===== config.mk =====
export PLATFORM = sky130hd
export DESIGN_NAME = fpw_ctrl
export DESIGN_NICKNAME = d
export VERILOG_FILES = /design/src/hdl/fpw_pkg.sv /design/src/hdl/fpw_ctrl.sv
export SDC_FILE = /design/constraint.sdc
export NUM_CORES = 1
export LEC_CHECK = 0
export ABC_CLOCK_PERIOD_IN_PS = 1800
export BUFFER_PORTS_ARGS = -buffer_cell sky130_fd_sc_hd__buf_2
export CORE_MARGIN = 10
export CORE_UTILIZATION = 45
export DETAILED_ROUTE_END_ITERATION = 8
export PLACE_DENSITY = 0.77
export SLEW_MARGIN = 20
export SYNTH_ARGS = -nofsm -noshare
export SYNTH_HDL_FRONTEND = slang
export SYNTH_SLANG_ARGS = --single-unit

===== constraint.sdc =====
create_clock -name clk -period 1.8 [get_ports clk]
set_input_delay 0.36 -clock clk [delete_from_list [all_inputs] [get_ports clk]]
set_output_delay 0.36 -clock clk [all_outputs]
set_load 0.05 [all_outputs]

===== src/hdl/fpw_pkg.sv =====
package fpw_pkg;

  // Table store geometry. The depth must be a power of two of at least 512 words.
  localparam int TABLE_WORDS = 4096;
  localparam int IDX_W       = $clog2(TABLE_WORDS);

  // Field widths.
  localparam int OP_W    = 2;
  localparam int VA_W    = 64;
  localparam int WIDX_W  = 12;
  localparam int WORD_W  = 64;
  localparam int PA_W    = 64;
  localparam int ROOT_W  = 52;
  localparam int VPN_W   = 9;

  // Entry bit positions.
  localparam int BIT_PRESENT = 0;
  localparam int BIT_HUGE    = 7;

  // Shift of the table index in the virtual address for each level.
  localparam int SHIFT_L4 = 39;
  localparam int SHIFT_L3 = 30;
  localparam int SHIFT_L2 = 21;
  localparam int SHIFT_L1 = 12;

  typedef enum logic [OP_W-1:0] {
    OP_WRITE     = 2'd0,
    OP_TRANSLATE = 2'd1,
    OP_UNMAP     = 2'd2,
    OP_NONE      = 2'd3
  } op_t;

  typedef enum logic [3:0] {
    ST_CLEAR,
    ST_IDLE,
    ST_DISPATCH,
    ST_CK4,
    ST_CK3,
    ST_CK2,
    ST_CK1,
    ST_DONE
  } state_t;

  // Table level whose slot address the datapath computes.
  typedef enum logic [1:0] {
    LVL4,
    LVL3,
    LVL2,
    LVL1
  } lvl_t;

  // Source of a table store write.
  typedef enum logic [1:0] {
    WR_CLEAR,
    WR_ITEM,
    WR_SLOT,
    WR_NEXT
  } wr_sel_t;

  // Kind of result captured at the end of a walk.
  typedef enum logic [2:0] {
    RES_ZERO,
    RES_FAULT,
    RES_1G,
    RES_2M,
    RES_4K
  } res_sel_t;

  typedef struct packed {
    logic     latch_in;
    logic     rd_en;
    lvl_t     lvl;
    logic     mem_wr;
    wr_sel_t  wr_sel;
    logic     clr_inc;
    logic     set_res;
    res_sel_t res_sel;
    logic     load_out;
  } cmd_t;

  typedef struct packed {
    op_t  op;
    logic present;
    logic huge;
    logic clr_last;
  } status_t;

  // Store word holding entry vpn of the table at physical address taddr.
  function automatic logic [IDX_W-1:0] slot_idx(input logic [ROOT_W-1:0] taddr,
                                                input logic [VPN_W-1:0]  vpn);
    logic [ROOT_W-4:0] words;
    words = {taddr[ROOT_W-1:12], {VPN_W{1'b0}}} + (ROOT_W-3)'(vpn);
    return words[IDX_W-1:0];
  endfunction

endpackage


===== src/hdl/fpw_ctrl.sv =====
module fpw_ctrl
  import fpw_pkg::*;
(
  input  logic    clk,
  input  logic    rst_n,
  input  logic    in_valid,
  output logic    in_ready,
  input  logic    out_ready,
  output logic    out_valid,
  input  status_t status,
  output cmd_t    cmd,
  output state_t  state
);

  state_t state_r, state_nxt;
  logic   out_valid_r, out_valid_nxt;
  logic   out_free;

  assign out_free = !out_valid_r || out_ready;

  // State and output-valid registers.
  always_ff @(posedge clk) begin
    if (!rst_n) begin
      state_r     <= ST_CLEAR;
      out_valid_r <= 1'b0;
    end else begin
      state_r     <= state_nxt;
      out_valid_r <= out_valid_nxt;
    end
  end

  // Next state.
  always_comb begin
    state_nxt = state_r;
    case (state_r)
      ST_CLEAR: begin
        if (status.clr_last) state_nxt = ST_IDLE;
      end
      ST_IDLE: begin
        if (in_valid) state_nxt = ST_DISPATCH;
      end
      ST_DISPATCH: begin
        if (status.op == OP_TRANSLATE || status.op == OP_UNMAP) state_nxt = ST_CK4;
        else state_nxt = ST_DONE;
      end
      ST_CK4: begin
        state_nxt = status.present ? ST_CK3 : ST_DONE;
      end
      ST_CK3: begin
        state_nxt = (status.present && !status.huge) ? ST_CK2 : ST_DONE;
      end
      ST_CK2: begin
        if (status.present && !status.huge && status.op != OP_UNMAP) state_nxt = ST_CK1;
        else state_nxt = ST_DONE;
      end
      ST_CK1: begin
        state_nxt = ST_DONE;
      end
      ST_DONE: begin
        if (out_free) state_nxt = ST_IDLE;
      end
      default: begin
        state_nxt = ST_CLEAR;
      end
    endcase
  end

  // Commands to the datapath.
  always_comb begin
    cmd = '{latch_in: 1'b0, rd_en: 1'b0, lvl: LVL4, mem_wr: 1'b0, wr_sel: WR_CLEAR,
            clr_inc: 1'b0, set_res: 1'b0, res_sel: RES_ZERO, load_out: 1'b0};
    in_ready = 1'b0;
    case (state_r)
      ST_CLEAR: begin
        cmd.mem_wr  = 1'b1;
        cmd.wr_sel  = WR_CLEAR;
        cmd.clr_inc = 1'b1;
      end
      ST_IDLE: begin
        in_ready     = 1'b1;
        cmd.latch_in = in_valid;
      end
      ST_DISPATCH: begin
        cmd.set_res = 1'b1;
        cmd.res_sel = RES_ZERO;
        if (status.op == OP_WRITE) begin
          cmd.mem_wr = 1'b1;
          cmd.wr_sel = WR_ITEM;
        end else if (status.op == OP_TRANSLATE || status.op == OP_UNMAP) begin
          cmd.set_res = 1'b0;
          cmd.rd_en   = 1'b1;
          cmd.lvl     = LVL4;
        end
      end
      ST_CK4: begin
        cmd.lvl = LVL3;
        if (!status.present) begin
          cmd.set_res = 1'b1;
          cmd.res_sel = RES_FAULT;
        end else begin
          cmd.rd_en = 1'b1;
        end
      end
      ST_CK3: begin
        cmd.lvl = LVL2;
        if (!status.present) begin
          cmd.set_res = 1'b1;
          cmd.res_sel = RES_FAULT;
        end else if (status.huge) begin
          cmd.set_res = 1'b1;
          if (status.op == OP_TRANSLATE) begin
            cmd.res_sel = RES_1G;
          end else begin
            cmd.res_sel = RES_ZERO;
            cmd.mem_wr  = 1'b1;
            cmd.wr_sel  = WR_SLOT;
          end
        end else begin
          cmd.rd_en = 1'b1;
        end
      end
      ST_CK2: begin
        cmd.lvl = LVL1;
        if (!status.present) begin
          cmd.set_res = 1'b1;
          cmd.res_sel = RES_FAULT;
        end else if (status.huge) begin
          cmd.set_res = 1'b1;
          if (status.op == OP_TRANSLATE) begin
            cmd.res_sel = RES_2M;
          end else begin
            cmd.res_sel = RES_ZERO;
            cmd.mem_wr  = 1'b1;
            cmd.wr_sel  = WR_SLOT;
          end
        end else if (status.op == OP_UNMAP) begin
          // A page table entry is cleared without a presence check.
          cmd.set_res = 1'b1;
          cmd.res_sel = RES_ZERO;
          cmd.mem_wr  = 1'b1;
          cmd.wr_sel  = WR_NEXT;
        end else begin
          cmd.rd_en = 1'b1;
        end
      end
      ST_CK1: begin
        cmd.set_res = 1'b1;
        cmd.res_sel = status.present ? RES_4K : RES_FAULT;
      end
      ST_DONE: begin
        cmd.load_out = out_free;
      end
      default: begin
        cmd.latch_in = 1'b0;
      end
    endcase
  end

  // Output register occupancy.
  always_comb begin
    out_valid_nxt = out_valid_r;
    if (cmd.load_out) out_valid_nxt = 1'b1;
    else if (out_valid_r && out_ready) out_valid_nxt = 1'b0;
  end

  assign out_valid = out_valid_r;
  assign state     = state_r;

endmodule


==> flow_summary.ini, run 1 <==
[synthesis]
synth_compound_area_share_pct = 29.7
ys_top_cells_by_area = dfxtp_1 (13%), ha_1 (12%), inv_1 (4.9%)
synth-seq-area-share_pct = 13.0
synth_seq_cells = 4
synthArstFlopShare_pct = 0
synth-xor-area-share_pct = 1.43
synthSimpleGateAreaFrac_pct = 30.5
synth_commonest_cells = inv_1 (8), nor2_1 (8), ha_1 (6), nand2_1 (6), o21ai_0 (5)
yosys.area_share.adder_pct = 12.2
synth_edf_count = 0
ys_warn_count = 0
ys_types = 38
synth_top_family_by_area = simple AND/OR/NAND/NOR gates
yosys-mux-area-fraction_pct = 0
synth_fp_nets = 99
syn-cell-area_um2 = 614
ys.flop_type = dfxtp_1
synth.avg_cell_area_um2 = 7.31
synth_top_area_share_pct = 13.0
synthCells = 84
synth_largest_area_cell = dfxtp_1

[die]
die_w_um = 57.0
initial_core_util_pct = 47.2
num_io_pins = 28
fp.dieH_um = 57.0
rows = 13

[placed_design]
place_congestion = 0.921
io_buffers = 26
hpwl_um = 1680

[cts]
cts-htree-levels = 1
holdBufCountCts = 0
numCtsBuffers = 3
cts_buffer_depth = 2
cts_root_buf = clkbuf_4
clock-sinks = 4

[timing]
worst-ep-kind = primary output
grt-worst-endpoint = cmd[8]

[run_status]
status = did not finish
stop_error = [ERROR DPL-0038] Utilization greater than 100%, impossible to legalize
lastStage = 5_1_grt

[grt]
grt_max_degree = 21
[metrics by stage]
stage	TNS, ns	std cells	area [um2]	worst slack [ns]
floorplan	-0.893	84	726	-0.337
global placement	-1.43	139	980	-0.318
detailed placement	-1.79	139	980	-0.356
CTS	-0.840	148	1210	-0.177
[logic make-up after synthesis]
family          count (synthesis)
xor+xnor                        1
flops                           4
other cells                     1
simple gates                   33
buf+inv                        15
fa+ha+maj                       6
compound gates                 24
[repair_timing]
action | CTS
endpoints found under the setup margin | 8
setup buffers | 5
resized for setup | 41
pin swaps | 4
==> inputs of run 2 (changes only) <==
- CORE_AREA: unset -> 10 10 71 73
- CORE_MARGIN: 10 -> unset
- CORE_UTILIZATION: 45 -> unset
- DIE_AREA: unset -> 0 0 81 83
- PLACE_DENSITY: 0.77 -> unset
- PLACE_DENSITY_LB_ADDON: unset -> 0.15
==> flow_summary.ini, run 2 <==
[timing]
period_minus_slack_ns = 1.94
skew_ns = 0.00514
tns_ns = -0.581
setup_ws_ns = -0.141
slew_viol_final = 0
period_share_pct = 108
rsz0062_at_grt = yes
finalHoldViolations = 0
fmax_mhz = 515
setup-violations-final = 5

[grt]
antenna_found_initial = 0
grt-ovfl-total = 0
track_usage_pct = 7.47
grt_pass1_vias = 895
grt_max_degree = 17
grt_pass1_wl_um = 4240

[layout]
largest_reg_flops = 3
final_cell_mix = buf_4 (25), buf_2 (16), buf_6 (7)
antenna-diode-count = 0
fillers = 386
final_area_um2 = 1320
final_common_cell = buf_4
drive_above_1_share_pct = 67.4
area_growth_pct = 114
fin_nets = 151
final_cells = 183

[die]
fp.dieH_um = 83
coreArea_um2 = 3630
initial_core_util_pct = 16.9
rows = 22
die_w_um = 81
dieArea_um2 = 6720
num_io_pins = 28

[cts]
clock-sinks = 4
cts_root_buf = clkbuf_8
numCtsBuffers = 3
clk-insertion-delay-late_ns = 0.22
holdBufCountCts = 0
cts_buffer_depth = 2
cts_tree = built
clk_pin_slew_ns = 0.04
cts-htree-levels = 1

[placed_design]
dpl_cell_area_um2 = 1050
hpwl_um = 2000
place_inst = 176
io_buffers = 26
place_congestion = 0.776

[synthesis]
synth-xor-area-share_pct = 1.43
synth_top_area_share_pct = 13.0
ys_types = 38
syn-cell-area_um2 = 614
synth_top_family_by_area = simple AND/OR/NAND/NOR gates
synth_edf_count = 0
yosys-mux-area-fraction_pct = 0
ys_top_cells_by_area = dfxtp_1 (13%), ha_1 (12%), inv_1 (4.9%)
yosys.area_share.adder_pct = 12.2
synth_fp_nets = 99
ys.flop_type = dfxtp_1
synth_commonest_cells = inv_1 (8), nor2_1 (8), ha_1 (6), nand2_1 (6), o21ai_0 (5)
synthArstFlopShare_pct = 0
synth_largest_area_cell = dfxtp_1
synth.avg_cell_area_um2 = 7.31
synthCells = 84
ys_warn_count = 0
synth_compound_area_share_pct = 29.7
synth_seq_cells = 4
synth-seq-area-share_pct = 13.0
synthSimpleGateAreaFrac_pct = 30.5

[drt]
vias = 819
wirelength_um = 2490
antenna_left = 0
first_pass_iters = 4
wire_per_inst_um = 13.6
drt_iter0_drc = 47
vias_per_cell = 4.48
drcViolationCount = 0

[power_and_ir_drop]
powerDensity_nw_per_um2 = 1060
p_total_w = 0.00140
ir_drop_mv = 0.794
power_leakage_nw = 0.583

[job]
drv_cap = 0

[worst_setup_path]
critical_path.max_fanout = 3
cp-start-kind = input port
crit_arrival_ns = 1.58
worstSetupPathType = input port to output pin
end_kind = output pin
required_ns = 1.44

[run_status]
status = finished, violations left
violations = setup timing

[hold_path]
min_path_type = input port to flop
## run 2: logic make-up (layout without fill, tap and decap cells)
family,after synthesis,after routing
xor+xnor,1,1
simple gates,33,33
compound gates,24,24
fa+ha+maj,6,6
buf+inv,15,66
flops,4,4
other cells,1,1
## run 2: path summary, 6_finish.rpt
kind	from	to	slack [ns]	cells past startpoint
worst min-delay path	rst_n	state[2]	0.42	3
worst max register to register	state[2]	state[0]	0.21	8
worst max-delay path	status[3]	cmd[8]	-0.14	8
worst min register to register	out_valid	out_valid	0.54	2
## run 2: metal layers
layer / up-vias / part of all wire [%] / GRT usage, %
met5: - / 0 / 0
met3: 0 / 7.5 / 2.37
met1: 387 / 43 / 9.35
li1: 401 / - / -
met2: 31 / 50 / 12.5
met4: 0 / 0 / 0.469
## run 2: report_power, final
part,total (W),leakage [nW],internal (W),switching [W]
clock,0.000202,0.0228,0.000152,0.0000501
combinational,0.00105,0.525,0.000432,0.000619
sequential,0.000147,0.0347,0.000115,0.0000320
## run 2: final cells by class
cell class	count	area (um2)	area share [%]
clock buffers	4	45.0	3.42
repair buffers	54	442	33.6
well taps	48	60.1	4.56
flip-flops and latches	4	91.3	6.94
multi-input cells	65	641	48.7
inverters	8	37.5	2.85
## run 2: what timing repair did
action / in CTS / in global routing
setup buffers: 3 / 0
resized for setup: 31 / 18
pin swaps: 6 / 3
setup endpoints to repair: 8 / 12
## run 2: worst max-delay path, stage by stage
cell and delay, ns:
buf_8 0.10, inv_4 0.06, ha_1 0.14, inv_1 0.04
or4_4 0.49, o41ai_4 0.07, nand2b_4 0.19, buf_8 0.14
## run 2: stage by stage
stage	utilization, %	setup WS, ns	hold slack, ns
2_1_floorplan	-	-0.337	0.468
4_1_cts	34.3	-0.156	0.415
6_report	36.2	-0.141	0.418
5_1_grt	36.2	-0.194	0.429
3_5_place_dp	28.9	-0.346	0.547
3_3_place_gp	28.9	-0.335	0.542
No activity file was read; power rests on OpenSTA's default activity.
